===== src/rtl/core/iqd_pkg.sv =====
// iqd_pkg: types, constants and helpers shared by the iq packet deframer
// no dependencies

package iqd_pkg;

	localparam int HDR_BYTES = 28;
	localparam int HDR_CNT_W = $clog2(HDR_BYTES);

	localparam logic [HDR_CNT_W-1:0] HDR_LAST = HDR_CNT_W'(HDR_BYTES - 1);

	localparam logic [31:0] MAGIC_WORD   = 32'h000E_B200;
	localparam logic [15:0] MAJOR_VER    = 16'd2;
	localparam logic [15:0] STREAM_TAG   = 16'd901;
	localparam logic [15:0] MINOR_ALT    = 16'd97;
	localparam int          SWAP_BIT     = 5;

	localparam int POS_MAGIC = 0;
	localparam int POS_MINOR = 4;
	localparam int POS_MAJOR = 6;
	localparam int POS_SEQ   = 8;
	localparam int POS_TAG   = 16;
	localparam int POS_LEN   = 18;
	localparam int POS_ITEMS = 20;
	localparam int POS_FLAGS = 24;

	localparam logic STATUS_SAMPLE = 1'b0;
	localparam logic STATUS_REJECT = 1'b1;

	typedef enum logic [2:0] {
		PH_HUNT    = 3'b001,
		PH_PAYLOAD = 3'b010,
		PH_SKIP    = 3'b100
	} phase_t;

	typedef struct packed {
		logic               status;
		logic signed [15:0] i_value;
		logic signed [15:0] q_value;
		logic               first_sample;
		logic               sequence_break;
		logic               last_sample;
	} result_t;

	typedef struct packed {
		logic        match;
		logic        seq_break;
		logic        fmt_ok;
		logic        wide;
		logic        swap;
		logic        minor_alt;
		logic [15:0] seq;
		logic [15:0] items;
	} hdr_chk_t;

	function automatic logic [15:0] pair(input logic [7:0] hi, input logic [7:0] lo,
		input logic swap);
		pair = swap ? {lo, hi} : {hi, lo};
	endfunction

endpackage


===== src/rtl/core/iqd_byte_if.sv =====
// iqd_byte_if: byte channel into the deframer, valid/ready handshake
// depends on nothing

interface iqd_byte_if;
	logic       valid;
	logic       ready;
	logic [7:0] data_byte;
	logic       end_of_packet;

	modport source (output valid, output data_byte, output end_of_packet, input ready);
	modport sink   (input valid, input data_byte, input end_of_packet, output ready);
endinterface


===== src/rtl/core/iqd_sample_if.sv =====
// iqd_sample_if: result channel out of the deframer, valid/ready handshake
// depends on nothing

interface iqd_sample_if;
	logic               valid;
	logic               ready;
	logic               status;
	logic signed [15:0] i_value;
	logic signed [15:0] q_value;
	logic               first_sample;
	logic               sequence_break;
	logic               last_sample;

	modport source (output valid, output status, output i_value, output q_value,
		output first_sample, output sequence_break, output last_sample, input ready);
	modport sink   (input valid, input status, input i_value, input q_value,
		input first_sample, input sequence_break, input last_sample, output ready);
endinterface


===== src/rtl/core/iqd_hdr_check.sv =====
// iqd_hdr_check: header byte store and registered field checks
// depends on iqd_pkg

module iqd_hdr_check
	import iqd_pkg::*;
(
	input  logic                 clk,
	input  logic                 arst_n,
	input  logic                 wr_en,
	input  logic [HDR_CNT_W-1:0] wr_idx,
	input  logic [7:0]           wr_data,
	input  logic [15:0]          prev_seq,
	output hdr_chk_t             chk
);

	logic [7:0]  store_q [HDR_BYTES];
	logic [18:0] items5_s1;
	logic [19:0] items9_s1;
	logic [15:0] len_s1;
	logic [15:0] items_s1;
	hdr_chk_t    chk_d;
	hdr_chk_t    chk_s2;

	logic [15:0] seq_w;
	logic [15:0] items_w;
	logic [15:0] len_w;
	logic [19:0] len_x;
	logic [19:0] items4_x;
	logic [19:0] items8_x;

	always_ff @(posedge clk) begin
		if (wr_en) begin
			store_q[wr_idx] <= wr_data;
		end
	end

	assign seq_w   = {store_q[POS_SEQ], store_q[POS_SEQ+1]};
	assign items_w = {store_q[POS_ITEMS], store_q[POS_ITEMS+1]};
	assign len_w   = {store_q[POS_LEN], store_q[POS_LEN+1]};

	// first stage: item count times five and nine
	always_ff @(posedge clk) begin
		items5_s1 <= {1'b0, items_w, 2'b00} + {3'b000, items_w};
		items9_s1 <= {1'b0, items_w, 3'b000} + {4'b0000, items_w};
		len_s1    <= len_w;
		items_s1  <= items_w;
	end

	assign len_x    = {4'b0000, len_s1};
	assign items4_x = {2'b00, items_s1, 2'b00};
	assign items8_x = {1'b0, items_s1, 3'b000};

	always_comb begin
		chk_d.match = ({store_q[POS_MAGIC], store_q[POS_MAGIC+1],
			store_q[POS_MAGIC+2], store_q[POS_MAGIC+3]} == MAGIC_WORD)
			&& ({store_q[POS_MAJOR], store_q[POS_MAJOR+1]} == MAJOR_VER)
			&& ({store_q[POS_TAG], store_q[POS_TAG+1]} == STREAM_TAG);
		chk_d.seq_break = (seq_w != (prev_seq + 16'd1));
		chk_d.wide      = (len_x >= items8_x) && (len_x < items9_s1);
		chk_d.fmt_ok    = ((len_x >= items4_x) && (len_x < {1'b0, items5_s1}))
			|| chk_d.wide;
		chk_d.swap      = store_q[POS_FLAGS][SWAP_BIT];
		chk_d.minor_alt = ({store_q[POS_MINOR], store_q[POS_MINOR+1]} == MINOR_ALT);
		chk_d.seq       = seq_w;
		chk_d.items     = items_s1;
	end

	// second stage: compare results
	always_ff @(posedge clk or negedge arst_n) begin
		if (!arst_n) begin
			chk_s2 <= '0;
		end else begin
			chk_s2 <= chk_d;
		end
	end

	assign chk = chk_s2;

endmodule


===== src/rtl/core/iqd_parser.sv =====
// iqd_parser: packet phase control, sample assembly and result forming
// depends on iqd_pkg and the checks from iqd_hdr_check

module iqd_parser
	import iqd_pkg::*;
(
	input  logic                 clk,
	input  logic                 arst_n,
	input  logic                 acc,
	input  logic [7:0]           data_byte,
	input  logic                 end_of_packet,
	input  hdr_chk_t             chk,
	output logic                 hdr_wr,
	output logic [HDR_CNT_W-1:0] hdr_idx,
	output logic [15:0]          prev_seq,
	output logic                 res_valid,
	output result_t              res
);

	phase_t               phase_q;
	logic [HDR_CNT_W-1:0] hdr_cnt_q;
	logic [15:0]          prev_seq_q;
	logic [15:0]          expected_q;
	logic [15:0]          done_q;
	logic [7:0]           sbytes_q [8];
	logic [2:0]           sbc_q;
	logic                 wide_q;
	logic                 swap_q;
	logic                 minor_alt_q;
	logic                 brk_pend_q;

	logic        sample_done;
	logic [15:0] done_nxt;
	logic        is_first;
	logic        is_last;
	logic [15:0] i_w;
	logic [15:0] q_w;

	assign hdr_wr   = acc && (phase_q == PH_HUNT);
	assign hdr_idx  = hdr_cnt_q;
	assign prev_seq = prev_seq_q;

	assign sample_done = wide_q ? (sbc_q == 3'd7) : (sbc_q == 3'd3);
	assign done_nxt    = done_q + 16'd1;
	assign is_first    = (done_q == 16'd0);
	assign is_last     = (done_nxt == expected_q);

	always_comb begin
		if (!wide_q) begin
			i_w = pair(sbytes_q[0], sbytes_q[1], swap_q);
			q_w = pair(sbytes_q[2], data_byte, swap_q);
		end else if (minor_alt_q) begin
			i_w = pair(sbytes_q[1], sbytes_q[2], swap_q);
			q_w = pair(sbytes_q[5], sbytes_q[6], swap_q);
		end else begin
			i_w = pair(sbytes_q[2], sbytes_q[3], swap_q);
			q_w = pair(sbytes_q[6], data_byte, swap_q);
		end
	end

	always_comb begin
		res_valid = 1'b0;
		res       = '0;
		if (acc) begin
			case (phase_q)
				PH_HUNT: begin
					if (hdr_cnt_q == HDR_LAST) begin
						if (!chk.match || !chk.fmt_ok) begin
							res_valid  = 1'b1;
							res.status = STATUS_REJECT;
						end
					end else if (end_of_packet) begin
						res_valid  = 1'b1;
						res.status = STATUS_REJECT;
					end
				end
				PH_PAYLOAD: begin
					if (sample_done) begin
						res_valid          = 1'b1;
						res.status         = STATUS_SAMPLE;
						res.i_value        = i_w;
						res.q_value        = q_w;
						res.first_sample   = is_first;
						res.sequence_break = is_first && brk_pend_q;
						res.last_sample    = is_last;
					end
				end
				default: begin
					res_valid = 1'b0;
				end
			endcase
		end
	end

	always_ff @(posedge clk) begin
		if (acc && (phase_q == PH_PAYLOAD)) begin
			sbytes_q[sbc_q] <= data_byte;
		end
	end

	always_ff @(posedge clk or negedge arst_n) begin
		if (!arst_n) begin
			phase_q     <= PH_HUNT;
			hdr_cnt_q   <= '0;
			prev_seq_q  <= '0;
			expected_q  <= '0;
			done_q      <= '0;
			sbc_q       <= '0;
			wide_q      <= 1'b0;
			swap_q      <= 1'b0;
			minor_alt_q <= 1'b0;
			brk_pend_q  <= 1'b0;
		end else if (acc) begin
			case (phase_q)
				PH_HUNT: begin
					if (hdr_cnt_q == HDR_LAST) begin
						hdr_cnt_q <= '0;
						if (!chk.match) begin
							phase_q <= end_of_packet ? PH_HUNT : PH_SKIP;
						end else begin
							prev_seq_q <= chk.seq;
							brk_pend_q <= chk.seq_break;
							if (!chk.fmt_ok) begin
								phase_q <= end_of_packet ? PH_HUNT : PH_SKIP;
							end else begin
								wide_q      <= chk.wide;
								swap_q      <= chk.swap;
								minor_alt_q <= chk.minor_alt;
								expected_q  <= chk.items;
								done_q      <= '0;
								sbc_q       <= '0;
								phase_q     <= end_of_packet ? PH_HUNT : PH_PAYLOAD;
							end
						end
					end else if (end_of_packet) begin
						hdr_cnt_q <= '0;
					end else begin
						hdr_cnt_q <= hdr_cnt_q + HDR_CNT_W'(1);
					end
				end
				PH_PAYLOAD: begin
					if (sample_done) begin
						sbc_q  <= '0;
						done_q <= done_nxt;
					end else begin
						sbc_q <= sbc_q + 3'd1;
					end
					if (end_of_packet) begin
						phase_q <= PH_HUNT;
						sbc_q   <= '0;
					end else if (sample_done && is_last) begin
						phase_q <= PH_SKIP;
					end
				end
				default: begin
					phase_q <= end_of_packet ? PH_HUNT : PH_SKIP;
				end
			endcase
		end
	end

	a_hdr_cnt_range: assert property (@(posedge clk) disable iff (!arst_n)
		hdr_cnt_q <= HDR_LAST)
		else $error("header byte count out of range");

	a_narrow_sbc: assert property (@(posedge clk) disable iff (!arst_n)
		(phase_q == PH_PAYLOAD && !wide_q) |-> sbc_q <= 3'd3)
		else $error("short sample byte count overran");

	a_hdr_start_clean: assert property (@(posedge clk) disable iff (!arst_n)
		(acc && end_of_packet) |=> (hdr_cnt_q == '0 && phase_q != PH_SKIP
			&& sbc_q == 3'd0))
		else $error("packet end did not return parser to a clean start");

endmodule


===== src/rtl/core/iqd_out_skid.sv =====
// iqd_out_skid: result register with one skid entry toward the receiver
// depends on iqd_pkg

module iqd_out_skid
	import iqd_pkg::*;
(
	input  logic    clk,
	input  logic    arst_n,
	input  logic    push,
	input  result_t push_data,
	output logic    can_accept,
	output logic    out_valid,
	input  logic    out_ready,
	output result_t out_data
);

	logic    out_valid_q;
	result_t out_data_q;
	logic    skid_valid_q;
	result_t skid_data_q;

	assign can_accept = !skid_valid_q;
	assign out_valid  = out_valid_q;
	assign out_data   = out_data_q;

	always_ff @(posedge clk or negedge arst_n) begin
		if (!arst_n) begin
			out_valid_q  <= 1'b0;
			skid_valid_q <= 1'b0;
		end else if (out_ready || !out_valid_q) begin
			if (skid_valid_q) begin
				out_valid_q  <= 1'b1;
				skid_valid_q <= 1'b0;
			end else begin
				out_valid_q <= push;
			end
		end else if (push) begin
			skid_valid_q <= 1'b1;
		end
	end

	always_ff @(posedge clk) begin
		if (out_ready || !out_valid_q) begin
			out_data_q <= skid_valid_q ? skid_data_q : push_data;
		end else if (push) begin
			skid_data_q <= push_data;
		end
	end

	a_skid_behind_out: assert property (@(posedge clk) disable iff (!arst_n)
		skid_valid_q |-> out_valid_q)
		else $error("skid entry held without a result in front");

	a_no_push_full: assert property (@(posedge clk) disable iff (!arst_n)
		push |-> !skid_valid_q)
		else $error("item pushed while skid entry full");

endmodule


===== src/rtl/core/iq_packet_deframer.sv =====
// iq_packet_deframer: top level of the iq packet deframer
// depends on iqd_pkg, iqd_byte_if, iqd_sample_if, iqd_hdr_check, iqd_parser, iqd_out_skid
//
// in_ch carries datagram bytes, end_of_packet high on the last byte of each.
// a 28-byte header is checked (magic, major version, tag, size per item) and
// every completed sample gives one item on out_ch with signed i/q values and
// first, last and sequence break marks; a rejected packet or one that ends within its
// header gives one item with status high, after which the rest of the packet is dropped.
// throughput: one byte per cycle while in_ch.ready is high; header field checks
// run two register stages behind the header byte store, ready long before the
// last header byte. each result is registered before it is valid on out_ch.
// the result register has one skid entry behind it, so bytes keep flowing while
// one result waits; in_ch.ready drops whenever the skid entry holds a result.
// reset clears the phase to header hunting, all counters and the previous
// sequence number; the byte stores need no clearing.

module iq_packet_deframer
	import iqd_pkg::*;
(
	input  logic                clk,
	input  logic                arst_n,
	iqd_byte_if.sink            in_ch,
	iqd_sample_if.source        out_ch
);

	logic                 acc;
	logic                 can_accept;
	logic                 hdr_wr;
	logic [HDR_CNT_W-1:0] hdr_idx;
	logic [15:0]          prev_seq;
	hdr_chk_t             chk;
	logic                 res_valid;
	result_t              res;
	result_t              out_data;

	assign in_ch.ready = can_accept;
	assign acc         = in_ch.valid && can_accept;

	iqd_hdr_check u_hdr_check (
		.clk      (clk),
		.arst_n   (arst_n),
		.wr_en    (hdr_wr),
		.wr_idx   (hdr_idx),
		.wr_data  (in_ch.data_byte),
		.prev_seq (prev_seq),
		.chk      (chk)
	);

	iqd_parser u_parser (
		.clk           (clk),
		.arst_n        (arst_n),
		.acc           (acc),
		.data_byte     (in_ch.data_byte),
		.end_of_packet (in_ch.end_of_packet),
		.chk           (chk),
		.hdr_wr        (hdr_wr),
		.hdr_idx       (hdr_idx),
		.prev_seq      (prev_seq),
		.res_valid     (res_valid),
		.res           (res)
	);

	iqd_out_skid u_out_skid (
		.clk        (clk),
		.arst_n     (arst_n),
		.push       (res_valid),
		.push_data  (res),
		.can_accept (can_accept),
		.out_valid  (out_ch.valid),
		.out_ready  (out_ch.ready),
		.out_data   (out_data)
	);

	assign out_ch.status         = out_data.status;
	assign out_ch.i_value        = out_data.i_value;
	assign out_ch.q_value        = out_data.q_value;
	assign out_ch.first_sample   = out_data.first_sample;
	assign out_ch.sequence_break = out_data.sequence_break;
	assign out_ch.last_sample    = out_data.last_sample;

endmodule

===== src/flat_wrapper.sv =====
// flat-port wrapper written by rule: the top's interface ports become plain ports
module iq_packet_deframer_flat import iqd_pkg::*;
  (clk, arst_n, in_ch_valid, in_ch_data_byte, in_ch_end_of_packet, in_ch_ready, out_ch_valid, out_ch_status, out_ch_i_value, out_ch_q_value, out_ch_first_sample, out_ch_sequence_break, out_ch_last_sample, out_ch_ready);
  iqd_byte_if in_ch_i ();
  iqd_sample_if out_ch_i ();
  input  logic clk;
  input  logic arst_n;
  input wire logic [$bits(in_ch_i.valid)-1:0] in_ch_valid;
  input wire logic [$bits(in_ch_i.data_byte)-1:0] in_ch_data_byte;
  input wire logic [$bits(in_ch_i.end_of_packet)-1:0] in_ch_end_of_packet;
  output wire logic [$bits(in_ch_i.ready)-1:0] in_ch_ready;
  output wire logic [$bits(out_ch_i.valid)-1:0] out_ch_valid;
  output wire logic [$bits(out_ch_i.status)-1:0] out_ch_status;
  output wire logic [$bits(out_ch_i.i_value)-1:0] out_ch_i_value;
  output wire logic [$bits(out_ch_i.q_value)-1:0] out_ch_q_value;
  output wire logic [$bits(out_ch_i.first_sample)-1:0] out_ch_first_sample;
  output wire logic [$bits(out_ch_i.sequence_break)-1:0] out_ch_sequence_break;
  output wire logic [$bits(out_ch_i.last_sample)-1:0] out_ch_last_sample;
  input wire logic [$bits(out_ch_i.ready)-1:0] out_ch_ready;
  assign in_ch_i.valid = in_ch_valid;
  assign in_ch_i.data_byte = in_ch_data_byte;
  assign in_ch_i.end_of_packet = in_ch_end_of_packet;
  assign in_ch_ready = in_ch_i.ready;
  assign out_ch_valid = out_ch_i.valid;
  assign out_ch_status = out_ch_i.status;
  assign out_ch_i_value = out_ch_i.i_value;
  assign out_ch_q_value = out_ch_i.q_value;
  assign out_ch_first_sample = out_ch_i.first_sample;
  assign out_ch_sequence_break = out_ch_i.sequence_break;
  assign out_ch_last_sample = out_ch_i.last_sample;
  assign out_ch_i.ready = out_ch_ready;
  iq_packet_deframer u_core (.clk(clk), .arst_n(arst_n), .in_ch(in_ch_i), .out_ch(out_ch_i));
endmodule

===== config.mk =====
export PLATFORM = sky130hd
export DESIGN_NAME = iq_packet_deframer_flat
export DESIGN_NICKNAME = d
export VERILOG_FILES = /design/src/rtl/core/iqd_pkg.sv /design/src/rtl/core/iqd_byte_if.sv /design/src/rtl/core/iqd_sample_if.sv /design/src/rtl/core/iqd_hdr_check.sv /design/src/rtl/core/iqd_parser.sv /design/src/rtl/core/iqd_out_skid.sv /design/src/rtl/core/iq_packet_deframer.sv /design/src/flat_wrapper.sv
export SDC_FILE = /design/constraint.sdc
export NUM_CORES = 1
export LEC_CHECK = 0
export BUFFER_PORTS_ARGS = -buffer_cell sky130_fd_sc_hd__buf_2
export CAP_MARGIN = 5
export CORE_UTILIZATION = 60
export CTS_CLUSTER_SIZE = 8
export DETAILED_ROUTE_END_ITERATION = 12
export PLACE_DENSITY = 0.77
export SLEW_MARGIN = 20
export SYNTH_ARGS = -nofsm -noshare
export SYNTH_HDL_FRONTEND = slang
export SYNTH_SLANG_ARGS = --single-unit

===== constraint.sdc =====
create_clock -name clk -period 10.2 [get_ports clk]
set_input_delay 2.04 -clock clk [delete_from_list [all_inputs] [get_ports clk]]
set_output_delay 2.04 -clock clk [all_outputs]
set_load 0.01 [all_outputs]

==> run_results.csv <==
group,metric,value,unit
critical_path,critPathKind,"in2reg",
critical_path,cp-start-kind,"input pin",
synth,synthTopCellsByArea,"edfxtp_1 41%, dfrtp_1 14%, dfxtp_1 7.2%, ha_1 6.2%, mux2_2 3.3%",
synth,yosysUniqueCellTypes,74,
pwr,power_leakage,0.008690,µW
synth,yosysWarnings,0,
clock_network,cts_num_sinks,418,
final_layout,drive_above_1_share,15.53,%
pwr,seqPwrFrac,48.7,%
floorplan,die_y,176.7,µm
pwr,combinationalPowerShare,4.3,%
timing,slew_headroom,33.74,%
synth,synth_top_area_share,40.85,%
critical_path,reg2regPathDepth,8,
placed_design,gp_congestion,0.8307,
synth,synthFlopType,"edfxtp_1",
synth,syn-cell-area,18300,µm²
clock_network,htree_levels,2,
global_routing,grt_start_max_net_pins,70,
global_routing,grt_use_total,25.18,%
timing,setup_tns,0,ns
final_layout,final_area,20720,µm²
final_layout,multi_input_area,6477,µm²
pwr,p_switching,819.5,µW
routing,drc,0,
final_layout,nNetsFinal,1563,
clock_network,numCtsBuffers,58,
placed_design,place_area,18990,µm²
timing,period_minus_slack,3.790,ns
synth,syn_nets,1479,
timing,whs,0.3373,ns
timing,setup_slack,6.410,ns
timing,tightestPinTransition,0.9911,ns
routing,vias,11394,
clock_network,clock_path_buffers,3,
pwr,clockPowerShare,47.0,%
routing,viasPerCell,6.006,
synth,seq_area_frac_synth,62.16,%
job,cap_violations,0,
critical_path,crit_fanout,14,
hold_path,hold_depth,0,
final_layout,area_growth,13.22,%
critical_path,cp-end-kind,"register",
routing,highest_layer,"met4",
global_routing,grt-ovfl-total,0,
synth,synth_top_cell_by_area,"edfxtp_1",
pwr,power,3817,µW
floorplan,core-area,29800,µm²
synth,ys_seq_elements,418,
floorplan,die_w,176.7,µm
routing,met3_length,1774,µm
clock_network,post_cts_buffers,0,
clock_network,holdBufCountCts,0,
synth,postSynthAreaPerCell,13.33,µm²
timing,clock_skew,0.02344,ns
routing,dr.pass1.iters,5,
floorplan,ios,51,
clock_network,cts_tree,"done",
pwr,internal-power,2998,µW
clock_network,insertion_delay,0.57,ns
routing,drt-total-wl,37810,µm
global_routing,grt_pass1_vias,11509,
placed_design,place_ws,5.915,ns
floorplan,initial_utilization,61.43,%
global_routing,antenna_found_initial,0,
timing,setup_viol,0,
final_layout,ff_latch_area,11380,µm²
final_layout,nFillCells,2011,
floorplan,rows,63,
global_routing,grt_pass1_wl,60460,µm
timing,hold_violations,0,
pwr,p_sw_share,21.47,%
timing,grt_setup_unrepaired,"false",
synth,syn_inst,1373,
synth,ys_async_sr_fraction,24.64,%
pwr,p_per_area,184.2,nW/µm²
critical_path,arrival,4.00,ns
timing,fmax,263.8,MHz
clock_network,cts_resized,0,
routing,wl_per_cell,19.93,µm
pwr,irDropWorstVdd,136.9,µV
routing,wl_met2,18860,µm
routing,drt_first_iter_violations,867,
timing,slew_viol_final,0,
outcome,status,"finished clean",
floorplan,die_area,31210,µm²
placed_design,portBuffers,50,
clock_network,clk_pin_slew_worst_paths,0.05,ns
critical_path,critPathRequiredTime,10.41,ns
routing,wl_met1,15980,µm
synth,synth_edf_count,249,
timing,post-route-period-util,37.16,%
clock_network,root_buffer,"clkbuf_16",
final_layout,antenna_cells,0,
routing,drtAntennaViolNets,0,
placed_design,dp_hpwl,24520,µm
hold_path,hp-class,"reg2reg",
==> synthesized netlist by cell type (11+ instances only) <==
library cell	count
dfrtp_1	102
xnor2_1	56
nand3_1	28
nor2_1	66
mux2i_1	20
dfxtp_1	66
a21oi_1	54
mux4_2	16
nor3_1	28
and3_1	28
or2_2	12
mux2_2	54
nor2b_1	11
a211oi_1	14
nand2_1	69
buf_2	16
nand4_1	20
inv_1	71
edfxtp_1	249
o21ai_0	51
nor4_1	26
clkbuf_1	24
a21o_1	55
xor2_1	13
ha_1	91
==> worst paths after layout <==
path / startpoint / to / slack [ns]
max: in_ch_valid / u_core.u_hdr_check.store_q[8][1]$_DFFE_PP_ / 6.41
min: u_core.u_hdr_check.store_q[19][1]$_DFFE_PP_ / u_core.u_hdr_check.len_s1[1]$_DFF_P_ / 0.34
max reg2reg: u_core.u_parser.done_q[0]$_DFFE_PN0P_ / u_core.u_out_skid.out_data[0]$_DFFE_PN_ / 7.26
min reg2reg: u_core.u_hdr_check.store_q[19][1]$_DFFE_PP_ / u_core.u_hdr_check.len_s1[1]$_DFF_P_ / 0.34
min in group asynchronous: arst_n / u_core.u_hdr_check.chk[28]$_DFF_PN0_ / 1.42
max in group asynchronous: arst_n / u_core.u_hdr_check.chk[14]$_DFF_PN0_ / 7.53
==> cell families (layout without fill, tap and decap cells) <==
group	after synthesis	after routing	synth area share, %
AOI/OAI and AO/OA	247	247	9.017
xor gates and xnor gates	69	69	3.302
adders and majority gates	93	93	6.440
buffers and inverters	115	249	2.529
DFF	418	418	62.16
muxes	90	90	6.385
and+or+nand+nor	341	341	10.17
==> placed cells by master (no fill, tap or decap), types with 54 or more instances in the layout <==
cell,instances
a21o_1,55
a21oi_1,54
clkbuf_16,59
dfrtp_1,102
dfxtp_1,66
edfxtp_1,249
ha_1,91
inv_1,71
mux2_2,54
nand2_1,69
nor2_1,66
xnor2_1,56
==> critical path, cell delays in order <==
cell     delay (ns)
buf_2          0.12
nor2b_1        0.31
nand3_1        0.43
nor2_1         0.55
and3_1         0.54
==> flip-flops by register name (all words and copies together) (netlist names), 17 cells and up <==
signal                         cells
u_core.u_hdr_check.store_q       129
u_core.u_out_skid.skid_data_q     36
u_core.u_hdr_check.chk            38
u_core.u_out_skid.out_data        36
u_core.u_parser.sbytes_q          48
u_core.u_hdr_check.items5_s1      17
u_core.u_hdr_check.items9_s1      17
==> metal layers <==
layer  vias to the layer above  track usage (%)
li1                       5312                -
met1                      5657            32.45
met2                       341            43.25
met3                        84            3.372
met4                         0            9.986
met5                         -                0
==> through the flow <==
step	util [%]	std cells
after floorplan	-	1373
after global placement	63.74	1787
after detailed placement	63.74	1787
after CTS	69.53	1897
after global routing	69.55	1897
final	69.55	1897
==> layout make-up <==
cell class,count,share of cell area [%]
tap,390,2.355
inverter,71,1.286
timing repair buffer,68,1.872
multi-input combinational,840,31.26
clock buffer,107,8.043
clock inverter,3,0.2838
sequential,418,54.90
==> power groups by stage <==
stage / Sequential (µW) / Clock, µW / Combinational [µW]
floorplan: 1880 / 0 / 96.1
finish: 1860 / 1790 / 164
detailed placement: 1890 / 0 / 162
CTS: 1860 / 1820 / 164
global placement: 1890 / 0 / 158
global route: 1860 / 1890 / 182
(Power assumes the default switching activity.)
